File: config.mk
export PLATFORM = sky130hd
export DESIGN_NAME = pps_frequency_discipline_loop_core_flat
export DESIGN_NICKNAME = d
export VERILOG_FILES = /design/src/design/pfdl_pkg.sv /design/src/design/pfdl_in_if.sv /design/src/design/pfdl_out_if.sv /design/src/design/pfdl_ser_mul.sv /design/src/design/pps_frequency_discipline_loop_core.sv /design/src/flat_wrapper.sv
export SDC_FILE = /design/constraint.sdc
export NUM_CORES = 1
export LEC_CHECK = 0
export BUFFER_PORTS_ARGS = -buffer_cell sky130_fd_sc_hd__buf_2
export CELL_PAD_IN_SITES_DETAIL_PLACEMENT = 1
export CELL_PAD_IN_SITES_GLOBAL_PLACEMENT = 1
export CORE_MARGIN = 8
export CORE_UTILIZATION = 50
export DETAILED_ROUTE_END_ITERATION = 8
export GPL_ROUTABILITY_DRIVEN = 0
export PLACE_DENSITY_LB_ADDON = 0.1
export SYNTH_ARGS = -nofsm -noshare
export SYNTH_HDL_FRONTEND = slang
export SYNTH_HIERARCHICAL = 1
export SYNTH_SLANG_ARGS = --single-unit
File: constraint.sdc
create_clock -name clk_i -period 8.67 [get_ports clk_i]
set_input_delay 1.734 -clock clk_i [delete_from_list [all_inputs] [get_ports clk_i]]
set_output_delay 1.734 -clock clk_i [all_outputs]
set_load 0.02 [all_outputs]
File: src/design/pfdl_pkg.sv
// shared types and constants of the pps frequency discipline loop
`timescale 1ns / 1ps
package pfdl_pkg;

  // field and register widths
  localparam int unsigned SnapW    = 32;
  localparam int unsigned NomW     = 27;
  localparam int unsigned LimW     = 20;
  localparam int unsigned HitW     = 8;
  localparam int unsigned WinW     = 10;
  localparam int unsigned RunW     = 16;
  localparam int unsigned CfgIdxW  = 3;
  localparam int unsigned CfgDataW = 27;

  // serial multiplier shape: signed multiplicand, unsigned multiplier
  localparam int unsigned MulAW    = 32;
  localparam int unsigned MulBW    = 16;
  localparam int unsigned ProdW    = MulAW + MulBW;
  localparam int unsigned MulCntW  = 5;

  // window bounds
  localparam logic [WinW-1:0] WinCap      = 10'd512;
  localparam logic [WinW-1:0] StartSecond = 10'd1;

  // register reset values
  localparam logic [NomW-1:0] NomReset   = 27'd20000000;
  localparam logic [LimW-1:0] FastReset  = 20'd10000;
  localparam logic [HitW-1:0] HitsReset  = 8'd10;
  localparam logic [LimW-1:0] SlowReset  = 20'd100;
  localparam logic [WinW-1:0] MaxWinReset = 10'd512;

  // configuration register indexes
  typedef enum logic [CfgIdxW-1:0] {
    CFG_NOMINAL_HZ   = 3'd0,
    CFG_FAST_LIMIT   = 3'd1,
    CFG_HITS_TO_LOCK = 3'd2,
    CFG_SLOW_LIMIT   = 3'd3,
    CFG_MAX_WINDOW   = 3'd4
  } cfg_idx_e;

  // sequencer states
  typedef enum logic [2:0] {
    ST_IDLE,
    ST_ACCUM,
    ST_TGT_WAIT,
    ST_DEV,
    ST_RUN_WAIT,
    ST_OUT
  } state_e;

  // request to the serial multiplier
  typedef struct packed {
    logic             start;
    logic [MulAW-1:0] mcand;
    logic [MulBW-1:0] mplier;
  } mul_req_t;

endpackage

File: src/design/pfdl_in_if.sv
// input channel: one pps beat carrying the counter snapshot
`timescale 1ns / 1ps
interface pfdl_in_if;
  import pfdl_pkg::*;

  logic             valid;
  logic             ready;
  logic [SnapW-1:0] count_snapshot;

  modport source (output valid, output count_snapshot, input ready);
  modport sink   (input valid, input count_snapshot, output ready);
endinterface

File: src/design/pfdl_out_if.sv
// output channel: one result beat per pps event
`timescale 1ns / 1ps
interface pfdl_out_if;
  import pfdl_pkg::*;

  logic                    valid;
  logic                    ready;
  logic                    window_done;
  logic signed [31:0]      deviation;
  logic signed [31:0]      correction_total;
  logic                    fast_mode;
  logic [WinW-1:0]         window_seconds;
  logic                    locked;

  modport source (output valid, output window_done, output deviation,
                  output correction_total, output fast_mode,
                  output window_seconds, output locked, input ready);
  modport sink   (input valid, input window_done, input deviation,
                  input correction_total, input fast_mode,
                  input window_seconds, input locked, output ready);
endinterface

File: src/design/pfdl_ser_mul.sv
// bit-serial signed by unsigned multiplier, one multiplier bit per cycle
`timescale 1ns / 1ps
module pfdl_ser_mul (
  input  logic                       clk_i,
  input  logic                       rst_ni,
  input  pfdl_pkg::mul_req_t         req_i,
  output logic                       done_o,
  output logic [pfdl_pkg::ProdW-1:0] prod_o
);
  import pfdl_pkg::*;

  logic [MulAW-1:0]   mcand_q, mcand_d;
  logic [MulBW-1:0]   mplier_q, mplier_d;
  logic [ProdW-1:0]   prod_q, prod_d;
  logic [MulCntW-1:0] cnt_q, cnt_d;
  logic               busy_q, busy_d;
  logic               done_q, done_d;
  logic [ProdW-1:0]   addend;

  // multiplicand sign-extended, gated by the multiplier bit leaving the top
  assign addend = mplier_q[MulBW-1] ? {{MulBW{mcand_q[MulAW-1]}}, mcand_q} : '0;

  // msb-first shift and add
  always_comb begin
    mcand_d  = mcand_q;
    mplier_d = mplier_q;
    prod_d   = prod_q;
    cnt_d    = cnt_q;
    busy_d   = busy_q;
    done_d   = 1'b0;
    if (req_i.start) begin
      mcand_d  = req_i.mcand;
      mplier_d = req_i.mplier;
      prod_d   = '0;
      cnt_d    = MulCntW'(MulBW);
      busy_d   = 1'b1;
    end else if (busy_q) begin
      prod_d   = {prod_q[ProdW-2:0], 1'b0} + addend;
      mplier_d = {mplier_q[MulBW-2:0], 1'b0};
      cnt_d    = cnt_q - 1'b1;
      if (cnt_q == MulCntW'(1)) begin
        busy_d = 1'b0;
        done_d = 1'b1;
      end
    end
  end

  // control registers
  always_ff @(posedge clk_i or negedge rst_ni) begin
    if (!rst_ni) begin
      cnt_q  <= '0;
      busy_q <= 1'b0;
      done_q <= 1'b0;
    end else begin
      cnt_q  <= cnt_d;
      busy_q <= busy_d;
      done_q <= done_d;
    end
  end

  // datapath shift registers
  always_ff @(posedge clk_i) begin
    mcand_q  <= mcand_d;
    mplier_q <= mplier_d;
    prod_q   <= prod_d;
  end

  assign done_o = done_q;
  assign prod_o = prod_q;

endmodule

File: src/design/pps_frequency_discipline_loop_core.sv
// top level of the pps frequency discipline loop
`timescale 1ns / 1ps
// Usage
// in_i carries one beat per pps edge holding the oscillator down-counter
// snapshot; out_o returns exactly one result beat for each input beat, in
// order: window flag, deviation, correction total, mode, next window, lock.
// The configuration port writes register cfg_idx_i with cfg_data_i on any
// clock edge with cfg_we_i high; write it only while no beat is in flight.
// A beat that does not close a window passes from the accumulate step to the
// output register; a beat that closes a window first waits for the target
// nominal_hz * window and, when it forms a correction, for the correction
// run * deviation, each formed in the 16-step bit-serial multiplier, one
// multiplier bit a cycle. One beat is worked at a time; the next is accepted
// the cycle after the result has been moved into the output register.
// Reset clears the loop to fast mode with a one-second window and loads the
// default register values; no clearing pass is needed.
// When the receiver stalls, the finished result holds in the output
// register, and a following beat is still accepted and worked; it waits in
// its last step until the output register is free.
module pps_frequency_discipline_loop_core (
  input  logic                          clk_i,
  input  logic                          rst_ni,
  input  logic                          cfg_we_i,
  input  logic [pfdl_pkg::CfgIdxW-1:0]  cfg_idx_i,
  input  logic [pfdl_pkg::CfgDataW-1:0] cfg_data_i,
  pfdl_in_if.sink                       in_i,
  pfdl_out_if.source                    out_o
);
  import pfdl_pkg::*;

  localparam logic [31:0] SatMax = 32'h7FFF_FFFF;
  localparam logic [31:0] SatMin = 32'h8000_0000;
  localparam logic [WinW-1:0] LockWin = 10'd16;

  // configuration registers
  logic [NomW-1:0] nom_q;
  logic [LimW-1:0] fast_lim_q;
  logic [HitW-1:0] hits_q;
  logic [LimW-1:0] slow_lim_q;
  logic [WinW-1:0] max_win_q;

  // loop state
  state_e          state_q, state_d;
  logic [31:0]     prev_q, prev_d;
  logic [WinW-1:0] sic_q, sic_d;
  logic [31:0]     acc_q, acc_d;
  logic [WinW-1:0] wl_q, wl_d;
  logic            fast_q, fast_d;
  logic [RunW-1:0] neg_q, neg_d;
  logic [RunW-1:0] pos_q, pos_d;
  logic [HitW-1:0] zh_q, zh_d;
  logic [31:0]     corr_q, corr_d;
  logic            out_valid_q;

  // per-beat payload
  logic [31:0]     snap_q;
  logic [31:0]     dev_q, dev_d;
  logic            closed_q, closed_d;

  // output register
  logic            res_done_q;
  logic [31:0]     res_dev_q;
  logic [31:0]     res_corr_q;
  logic            res_fast_q;
  logic [WinW-1:0] res_wl_q;
  logic            res_lock_q;

  // helpers
  logic            in_ready;
  logic            load_out;
  mul_req_t        mul_req;
  logic            mul_done;
  logic [ProdW-1:0] mul_prod;
  logic [31:0]     delta;
  logic            close_win;
  logic            dev_neg;
  logic            dev_zero;
  logic [31:0]     mag;
  logic [RunW-1:0] neg_inc;
  logic [RunW-1:0] pos_inc;
  logic [HitW-1:0] zh_inc;
  logic [HitW-1:0] need;
  logic [WinW-1:0] cap;
  logic [WinW:0]   wl_dbl;
  logic [WinW-1:0] wl_half;
  logic [ProdW:0]  sum_w;
  logic            sum_fits;

  pfdl_ser_mul u_mul (
    .clk_i  (clk_i),
    .rst_ni (rst_ni),
    .req_i  (mul_req),
    .done_o (mul_done),
    .prod_o (mul_prod)
  );

  // configuration writes
  always_ff @(posedge clk_i or negedge rst_ni) begin
    if (!rst_ni) begin
      nom_q      <= NomReset;
      fast_lim_q <= FastReset;
      hits_q     <= HitsReset;
      slow_lim_q <= SlowReset;
      max_win_q  <= MaxWinReset;
    end else if (cfg_we_i) begin
      case (cfg_idx_i)
        CFG_NOMINAL_HZ:   nom_q      <= cfg_data_i[NomW-1:0];
        CFG_FAST_LIMIT:   fast_lim_q <= cfg_data_i[LimW-1:0];
        CFG_HITS_TO_LOCK: hits_q     <= cfg_data_i[HitW-1:0];
        CFG_SLOW_LIMIT:   slow_lim_q <= cfg_data_i[LimW-1:0];
        CFG_MAX_WINDOW:   max_win_q  <= cfg_data_i[WinW-1:0];
        default: ;
      endcase
    end
  end

  // elapsed cycles and window close test
  assign delta     = prev_q - snap_q;
  assign close_win = (sic_q == wl_q + StartSecond);

  // deviation sign and magnitude
  assign dev_neg  = dev_q[31];
  assign dev_zero = (dev_q == '0);
  assign mag      = dev_neg ? (~dev_q + 32'd1) : dev_q;

  // saturating counters
  assign neg_inc = (neg_q == '1) ? neg_q : neg_q + 1'b1;
  assign pos_inc = (pos_q == '1) ? pos_q : pos_q + 1'b1;
  assign zh_inc  = (zh_q == '1) ? zh_q : zh_q + 1'b1;
  assign need    = (hits_q == '0) ? HitW'(1) : hits_q;

  // effective window cap and window resizing
  always_comb begin
    if (max_win_q == '0) begin
      cap = WinW'(1);
    end else if (max_win_q > WinCap) begin
      cap = WinCap;
    end else begin
      cap = max_win_q;
    end
  end
  assign wl_dbl  = {wl_q, 1'b0};
  assign wl_half = (wl_q[WinW-1:1] == '0) ? WinW'(1) : {1'b0, wl_q[WinW-1:1]};

  // correction sum with saturation to 32 bits
  assign sum_w    = {{(ProdW - 31){corr_q[31]}}, corr_q} + {mul_prod[ProdW-1], mul_prod};
  assign sum_fits = (&sum_w[ProdW:31]) | ~(|sum_w[ProdW:31]);

  // sequencer
  always_comb begin
    state_d  = state_q;
    prev_d   = prev_q;
    sic_d    = sic_q;
    acc_d    = acc_q;
    wl_d     = wl_q;
    fast_d   = fast_q;
    neg_d    = neg_q;
    pos_d    = pos_q;
    zh_d     = zh_q;
    corr_d   = corr_q;
    dev_d    = dev_q;
    closed_d = closed_q;
    in_ready = 1'b0;
    load_out = 1'b0;
    mul_req  = '0;
    case (state_q)
      ST_IDLE: begin
        in_ready = 1'b1;
        if (in_i.valid) begin
          state_d = ST_ACCUM;
        end
      end
      ST_ACCUM: begin
        prev_d = snap_q;
        acc_d  = (sic_q == StartSecond) ? '0 : acc_q + delta;
        if (close_win) begin
          sic_d          = StartSecond;
          closed_d       = 1'b1;
          mul_req.start  = 1'b1;
          mul_req.mcand  = MulAW'(nom_q);
          mul_req.mplier = MulBW'(wl_q);
          state_d        = ST_TGT_WAIT;
        end else begin
          sic_d    = sic_q + 1'b1;
          closed_d = 1'b0;
          dev_d    = '0;
          state_d  = ST_OUT;
        end
      end
      ST_TGT_WAIT: begin
        if (mul_done) begin
          dev_d   = acc_q - mul_prod[31:0];
          state_d = ST_DEV;
        end
      end
      ST_DEV: begin
        state_d        = ST_OUT;
        mul_req.mcand  = dev_q;
        mul_req.mplier = dev_neg ? neg_inc : pos_inc;
        if (fast_q) begin
          // fast acquisition: ignore large deviations
          if (mag <= 32'(fast_lim_q)) begin
            if (dev_neg) begin
              neg_d = neg_inc;
              pos_d = '0;
            end else if (!dev_zero) begin
              pos_d = pos_inc;
              neg_d = '0;
            end
            if (dev_zero) begin
              zh_d = zh_inc;
              if (zh_inc >= need) begin
                fast_d = 1'b0;
                neg_d  = '0;
                pos_d  = '0;
              end
            end else begin
              zh_d          = '0;
              mul_req.start = 1'b1;
              state_d       = ST_RUN_WAIT;
            end
          end
        end else begin
          // slow tracking: small corrections and window resizing
          if (dev_neg) begin
            neg_d = neg_inc;
            pos_d = '0;
          end else if (!dev_zero) begin
            pos_d = pos_inc;
            neg_d = '0;
          end else begin
            neg_d = '0;
            pos_d = '0;
          end
          if (!dev_zero && (mag < 32'(slow_lim_q))) begin
            mul_req.start = 1'b1;
            state_d       = ST_RUN_WAIT;
          end
          if (mag > 32'd4) begin
            wl_d = wl_half;
          end else if (mag < 32'd2) begin
            wl_d = (wl_dbl > {1'b0, cap}) ? cap : wl_dbl[WinW-1:0];
          end
        end
      end
      ST_RUN_WAIT: begin
        if (mul_done) begin
          if (sum_fits) begin
            corr_d = sum_w[31:0];
          end else begin
            corr_d = sum_w[ProdW] ? SatMin : SatMax;
          end
          state_d = ST_OUT;
        end
      end
      ST_OUT: begin
        if (!out_valid_q || out_o.ready) begin
          load_out = 1'b1;
          state_d  = ST_IDLE;
        end
      end
      default: begin
        state_d = ST_IDLE;
      end
    endcase
  end

  // control and loop state registers
  always_ff @(posedge clk_i or negedge rst_ni) begin
    if (!rst_ni) begin
      state_q     <= ST_IDLE;
      prev_q      <= '0;
      sic_q       <= '0;
      acc_q       <= '0;
      wl_q        <= WinW'(1);
      fast_q      <= 1'b1;
      neg_q       <= '0;
      pos_q       <= '0;
      zh_q        <= '0;
      corr_q      <= '0;
      out_valid_q <= 1'b0;
    end else begin
      state_q <= state_d;
      prev_q  <= prev_d;
      sic_q   <= sic_d;
      acc_q   <= acc_d;
      wl_q    <= wl_d;
      fast_q  <= fast_d;
      neg_q   <= neg_d;
      pos_q   <= pos_d;
      zh_q    <= zh_d;
      corr_q  <= corr_d;
      if (load_out) begin
        out_valid_q <= 1'b1;
      end else if (out_o.ready) begin
        out_valid_q <= 1'b0;
      end
    end
  end

  // payload registers
  always_ff @(posedge clk_i) begin
    if (in_i.valid && in_ready) begin
      snap_q <= in_i.count_snapshot;
    end
    dev_q    <= dev_d;
    closed_q <= closed_d;
    if (load_out) begin
      res_done_q <= closed_q;
      res_dev_q  <= dev_q;
      res_corr_q <= corr_q;
      res_fast_q <= fast_q;
      res_wl_q   <= wl_q;
      res_lock_q <= !fast_q && (wl_q >= LockWin);
    end
  end

  // channel wiring
  assign in_i.ready             = in_ready;
  assign out_o.valid            = out_valid_q;
  assign out_o.window_done      = res_done_q;
  assign out_o.deviation        = res_dev_q;
  assign out_o.correction_total = res_corr_q;
  assign out_o.fast_mode        = res_fast_q;
  assign out_o.window_seconds   = res_wl_q;
  assign out_o.locked           = res_lock_q;

`ifndef SYNTHESIS
  // a lock report never comes with fast mode
  a_lock_slow: assert property (@(posedge clk_i) disable iff (!rst_ni)
    out_valid_q |-> !(res_lock_q && res_fast_q))
    else $error("locked reported while in fast mode");

  // multiplier results arrive only while the sequencer waits for them
  a_mul_wait: assert property (@(posedge clk_i) disable iff (!rst_ni)
    mul_done |-> (state_q == ST_TGT_WAIT || state_q == ST_RUN_WAIT))
    else $error("multiplier finished outside a wait state");

  // the second counter never runs past the close of the window
  a_sic_bound: assert property (@(posedge clk_i) disable iff (!rst_ni)
    (wl_q != '0) && (sic_q <= wl_q + StartSecond))
    else $error("second counter passed the window close");
`endif

endmodule
File: src/flat_wrapper.sv
// flat-port wrapper written by rule: the top's interface ports become plain ports
module pps_frequency_discipline_loop_core_flat import pfdl_pkg::*;
  (clk_i, rst_ni, cfg_we_i, cfg_idx_i, cfg_data_i, in_i_valid, in_i_count_snapshot, in_i_ready, out_o_valid, out_o_window_done, out_o_deviation, out_o_correction_total, out_o_fast_mode, out_o_window_seconds, out_o_locked, out_o_ready);
  pfdl_in_if in_i_i ();
  pfdl_out_if out_o_i ();
  input  logic clk_i;
  input  logic rst_ni;
  input  logic cfg_we_i;
  input  logic [pfdl_pkg::CfgIdxW-1:0] cfg_idx_i;
  input  logic [pfdl_pkg::CfgDataW-1:0] cfg_data_i;
  input wire logic [$bits(in_i_i.valid)-1:0] in_i_valid;
  input wire logic [$bits(in_i_i.count_snapshot)-1:0] in_i_count_snapshot;
  output wire logic [$bits(in_i_i.ready)-1:0] in_i_ready;
  output wire logic [$bits(out_o_i.valid)-1:0] out_o_valid;
  output wire logic [$bits(out_o_i.window_done)-1:0] out_o_window_done;
  output wire logic [$bits(out_o_i.deviation)-1:0] out_o_deviation;
  output wire logic [$bits(out_o_i.correction_total)-1:0] out_o_correction_total;
  output wire logic [$bits(out_o_i.fast_mode)-1:0] out_o_fast_mode;
  output wire logic [$bits(out_o_i.window_seconds)-1:0] out_o_window_seconds;
  output wire logic [$bits(out_o_i.locked)-1:0] out_o_locked;
  input wire logic [$bits(out_o_i.ready)-1:0] out_o_ready;
  assign in_i_i.valid = in_i_valid;
  assign in_i_i.count_snapshot = in_i_count_snapshot;
  assign in_i_ready = in_i_i.ready;
  assign out_o_valid = out_o_i.valid;
  assign out_o_window_done = out_o_i.window_done;
  assign out_o_deviation = out_o_i.deviation;
  assign out_o_correction_total = out_o_i.correction_total;
  assign out_o_fast_mode = out_o_i.fast_mode;
  assign out_o_window_seconds = out_o_i.window_seconds;
  assign out_o_locked = out_o_i.locked;
  assign out_o_i.ready = out_o_ready;
  pps_frequency_discipline_loop_core u_core (.clk_i(clk_i), .rst_ni(rst_ni), .cfg_we_i(cfg_we_i), .cfg_idx_i(cfg_idx_i), .cfg_data_i(cfg_data_i), .in_i(in_i_i), .out_o(out_o_i));
endmodule
=== Word-level counts from Yosys, hierarchy flattened ===
Index checks and enable logic that the tools add are counted.

* Input bits: 67
* Flip-flop bits (word level): 491

* Eq/ne operators: 21
* Mux-type cells: 72
* Reduce and logical (&&, ||, !) cells: 30
* $add $sub $neg: 12
* Magnitude comparators: 8
* Bitwise operators: 4

{| class="wikitable"
|+ Operators with widths
! kind !! number
|-
| $mux 16 || 20
|-
| $mux 32 || 6
|-
| $pmux 49 s2 || 1
|-
| $pmux 32 s2 || 1
|-
| $sub 32x32->32 || 2
|-
| $mux 10 || 6
|-
| $add 32x48->49 || 1
|-
| $mux 49 || 1
|-
| $add 48x48->48 || 1
|-
| $mux 48 || 1
|-
| $add 16x1->16 const B || 2
|-
| $add 32x1->32 const B || 1
|-
| $add 32x32->32 || 1
|-
| $eq 16x16->1 const B || 2
|-
| $gt 32x3->1 const B || 1
|-
| $le 32x20->1 || 1
|-
| $logic_not 32->1 || 1
|-
| $lt 32x2->1 const B || 1
|-
| $lt 32x20->1 || 1
|-
| $not 32->32 || 1
|-
| $mux 8 || 3
|-
| $mux 1 || 22
|-
| $mux 3 || 7
|-
| $add 10x1->10 const B || 2
|-
| other kinds (33) || 61
|}

=== Depth between registers and ports, before layout ===
* Depth after elaboration: 9
* Gate-level depth with buffers: 22
* Mapped depth without buffers: 21

=== Hierarchy ===
The synthesis kept the hierarchy.

{| class="wikitable"
|+ Modules (own cells, without submodules)
! module !! area each (um^2) !! seq. area each (um^2) !! cells each !! times used
|-
| pps_frequency_discipline_loop_core || 25179.1 || 10446.3 || 2715 || 1
|-
| pfdl_ser_mul || 6253.5 || 2577.5 || 664 || 1
|}

=== Worst setup path after synthesis ===
No wires, ideal clock.

* Path kind: register -> register
* Start point: register u_core.dev_q[31]
* End point: register u_core.u_mul.mplier_q[10] (data pin)
* Setup time: 0.260 ns
* Period minus slack after synthesis: 5.747 ns
* Arrival time: 5.487 ns
* Cell stages (with the launch flop): 22
* Setup slack: 2.923 ns
* Data required time: 8.410 ns
* Buffers on the path: 7
* Cells stage by stage: edfxtp_1 clkbuf_1 clkbuf_1 clkbuf_1 clkbuf_1 clkbuf_1 nand2_1 xnor2_1 ha_1 a21o_1 a21o_1 a21o_1 a21o_1 a21oi_1 nor2b_1 o31ai_1 a31oi_1 nor3_1 a21o_1 buf_1 buf_1 mux2_2

{| class="wikitable"
|+ RTL lines
! item !! line !! source
|-
| start, declared || pps_frequency_discipline_loop_core.sv:57 || <nowiki>logic [31:0] dev_q, dev_d;</nowiki>
|-
| start signal, assigned || pps_frequency_discipline_loop_core.sv:306 || <nowiki>dev_q <= dev_d;</nowiki>
|-
| end signal, assigned || pfdl_ser_mul.sv:64 || <nowiki>mplier_q <= mplier_d;</nowiki>
|-
| end, declared || pfdl_ser_mul.sv:13 || <nowiki>logic [MulBW-1:0] mplier_q, mplier_d;</nowiki>
|}

==> flow_metrics.py <==
metrics = {
    "sta": {
        "tns_ns": 0,
        "slew_viol_final": 0,
        "timing.final.crit_period_ns": 5.911,
        "setup_ws_ns": 2.759,
        "fmax_ghz": 0.1692,
        "finalSetupViolations": 0,
        "clock_skew_ns": 0.03090,
        "rsz0062_at_grt": "no",
        "timing.final.crit_share_pct": 68.17,
        "worstMarginPinSlew_ns": 1.301,
        "relSlewSlack_pct": 13.04,
        "hold_viol_final": 0,
    },
    "power_and_ir_drop": {
        "p_per_area_mw_per_mm2": 406.8,
        "switching_share_pct": 45.61,
        "p_comb_share_pct": 53.0,
        "p_seq_share_pct": 29.3,
        "leakagePower_nw": 15.25,
        "peakVddDrop_mv": 0.2836,
        "power_switching_mw": 6.457,
        "p_int_mw": 7.700,
        "clkPwrFrac_pct": 17.6,
    },
    "global_route": {
        "grtUsageTotal_pct": 28.41,
        "grt_pass1_vias": 27924,
        "grt_pass1_wl_mm": 160.7,
        "grt-ovfl-total": 0,
        "grt_max_degree": 100,
        "antenna_found_initial": 6,
    },
    "critical_path": {
        "end_kind": "flip-flop",
        "crit_fanout": 67,
        "cp.arrival_ns": 6.41,
        "critPathLaunchType": "flip-flop",
        "crit_type": "flip-flop to flip-flop",
        "worstPathRequired_ns": 9.17,
    },
    "routing": {
        "firstDrtPassIters": 5,
        "via_count": 26538,
        "drc": 0,
        "drt_iter0_drc": 2064,
        "wirelength_mm": 102.7,
        "viasPerCell": 6.081,
        "routedWlPerCell_um": 23.53,
        "antenna_left": 0,
    },
    "run_status": {
        "status": "complete, no violations",
    },
    "placed_design": {
        "place_ws_ns": 2.820,
        "place.detailed.hpwl_mm": 77.26,
        "io_buffers": 145,
        "placed_cell_area_sq_mm": 0.03287,
    },
    "floorplan": {
        "die_h_um": 266.7,
        "rows": 92,
        "core_area_sq_mm": 0.06262,
        "ios": 146,
        "dieWidth_um": 266.7,
        "start_util_pct": 50.20,
        "dieArea_sq_mm": 0.07114,
    },
    "final_layout": {
        "stdcell_area_sq_mm": 0.03480,
        "area_delta_synth_final_pct": 10.71,
        "final_layout_size_suffix_gt1_share_pct": 11.49,
        "finalNetCount": 3778,
        "fin_util_pct": 55.57,
    },
    "cts": {
        "hold_buffers": 0,
        "cts-resized-gates": 0,
        "clk_latency_ns": 0.63,
        "clockBufferDepth": 3,
        "htree_levels": 2,
        "cts_buffers": 56,
        "cts_sinks": 491,
        "cts-root-buf": "clkbuf_16",
        "cts_setup_buffers": 0,
        "cts_tree": "yes",
        "cts.clk_slew.worst_paths_ns": 0.06,
    },
    "yosys": {
        "synth_area_leader_cell": "dfrtp_1",
        "syn_nets": 3687,
        "ys_types": 107,
        "synthCells": 3379,
        "synthTopCellsByArea": "dfrtp_1 (18%), edfxtp_1 (18%), ha_1 (8.2%), nand2_1 (4.5%), o21ai_0 (3.9%)",
        "syn_area_sq_mm": 0.03143,
        "synth_top_area_share_pct": 18.47,
        "yosysSeqAreaShare_pct": 41.43,
        "synth_seq_cells": 491,
        "synth_area_per_cell_sq_um": 9.302,
        "yosys-top-cells-count": "nand2_1 (373), inv_1 (266), o21ai_0 (242), dfrtp_1 (232), a21oi_1 (217)",
        "synth_enable_flop_cells": 190,
        "yosysMostFrequentCell": "nand2_1",
        "ys.warnings.count": 6,
        "synth-main-ff-cell": "dfrtp_1",
        "async_reset_ff_share_pct": 51.53,
    },
    "job": {
        "cap_violations": 0,
    },
    "hold_path": {
        "hp-class": "flip-flop to flip-flop",
    },
}
==> cells by family after synthesis <==
logic type | share of synthesized area, %
XOR/XNOR | 5.517
flip-flops | 41.43
AO/OA/AOI/OAI | 18.21
adder cells (fa/ha/maj) | 10.41
buffers and inverters | 5.119
multiplexers | 3.801
AND/OR/NAND/NOR | 15.52
==> flip-flops by register name, summed over array words and instances, names as in the netlist, 20 cells and up <==
name,flops
u_core/prev_q,32
u_core/out_o.correction_total,32
u_core/u_mul/prod_o,48
u_core/acc_q,32
u_core/u_mul/mcand_q,32
u_core/dev_q,32
u_core/nom_q,27
u_core/out_o.deviation,32
u_core/corr_q,32
u_core/snap_q,32
u_core/slow_lim_q,20
u_core/fast_lim_q,20
==> power groups by stage <==
stage | sequential (mW) | combinational [mW] | clock [mW]
6_report | 4.15 | 7.51 | 2.50
5_1_grt | 4.22 | 8.34 | 2.63
4_1_cts | 4.14 | 7.45 | 2.54
3_5_place_dp | 4.17 | 7.36 | 0
3_3_place_gp | 4.14 | 6.97 | 0
2_1_floorplan | 3.82 | 5.55 | 0
==> critical path: stages, from the launching register on <==
cell,delay (ns)
edfxtp_1,0.51
nor4_4,0.45
nand2_1,0.32
o31a_1,0.34
xor2_1,0.23
ha_1,0.29
a21o_1,0.20
a21o_1,0.19
a21o_1,0.18
a21o_1,0.18
a21o_1,0.17
a21oi_1,0.13
nor2b_1,0.06
o31ai_1,0.23
a31oi_1,0.13
nor3_1,0.35
a21o_2,0.43
buf_4,0.71
nor2b_1,0.21
nand2_1,0.12
nor2_1,0.04
a221o_1,0.26
==> final timing paths <==
check                                                     start                                    to  slack, ns  depth (start not counted)
setup / recovery                  u_core/dev_q[4]$_SDFFCE_PP0P_  u_core/u_mul/prod_o[23]$_SDFFE_PP0P_       2.76                         21
hold / removal             u_core/u_mul/prod_o[47]$_SDFFE_PP0P_  u_core/u_mul/prod_o[47]$_SDFFE_PP0P_       0.45                          2
setup reg to reg                  u_core/dev_q[4]$_SDFFCE_PP0P_  u_core/u_mul/prod_o[23]$_SDFFE_PP0P_       2.76                         21
hold reg to reg            u_core/u_mul/prod_o[47]$_SDFFE_PP0P_  u_core/u_mul/prod_o[47]$_SDFFE_PP0P_       0.45                          2
max in group asynchronous                                rst_ni           u_core/nom_q[1]$_DFFE_PN0P_       5.97                          2
min in group asynchronous                                rst_ni         u_core/corr_q[25]$_DFFE_PN0P_       1.11                          1
==> per-layer routing <==
metal  track usage [%]  vias up  routed length [um]
li1                  -    12222                   -
met1             37.49    13433               45270
met2             47.57      683               48930
met3             3.509      200                4453
met4             10.75        0                4030
met5                 0        -                   0
==> placed cells by master, fill, tap and decap left out, drive strengths merged, types with 22 or more instances in the layout <==
| cell | synthesis | routed |
|---|---|---|
| nand2 | 374 | 374 |
| o21ai | 307 | 307 |
| inv | 266 | 267 |
| dfrtp | 232 | 232 |
| a21oi | 218 | 218 |
| nor2 | 216 | 216 |
| ha | 207 | 207 |
| edfxtp | 190 | 190 |
| buf | 16 | 172 |
| xnor2 | 124 | 124 |
| a21o | 82 | 82 |
| clkbuf | 121 | 78 |
| nand3 | 76 | 76 |
| mux2 | 75 | 75 |
| xor2 | 74 | 74 |
| nor3 | 66 | 66 |
| and2 | 54 | 54 |
| dfxtp | 48 | 48 |
| a22o | 45 | 45 |
| nand4 | 42 | 42 |
| mux2i | 35 | 35 |
| nand2b | 35 | 35 |
| and3 | 34 | 34 |
| fa | 34 | 34 |
| nor2b | 30 | 30 |
| o31ai | 28 | 28 |
| a31oi | 28 | 28 |
| a211oi | 26 | 26 |
| nor4 | 22 | 22 |
==> area by class of cell <==
| cell class | count | area [sq um] |
|---|---|---|
| tap | 846 | 1059 |
| inverter | 267 | 1002 |
| clock buffer | 78 | 1567 |
| clock inverter | 27 | 355.3 |
| timing repair buffer | 172 | 938.4 |
| antenna | 1 | 2.502 |
| sequential | 491 | 13020 |
| fill | 7199 | 27820 |
| multi-input combinational | 2482 | 16850 |
==> per-stage QoR <==
step	instances	total power, mW	hold slack, ns
finish	4364	14.16	0.4541
global placement	4257	11.11	0.4311
global route	4363	15.19	0.4732
CTS	4362	14.14	0.4548
floorplan	3379	9.371	0.4003
detailed placement	4257	11.53	0.4452
Power figures use the tool's default switching activity.
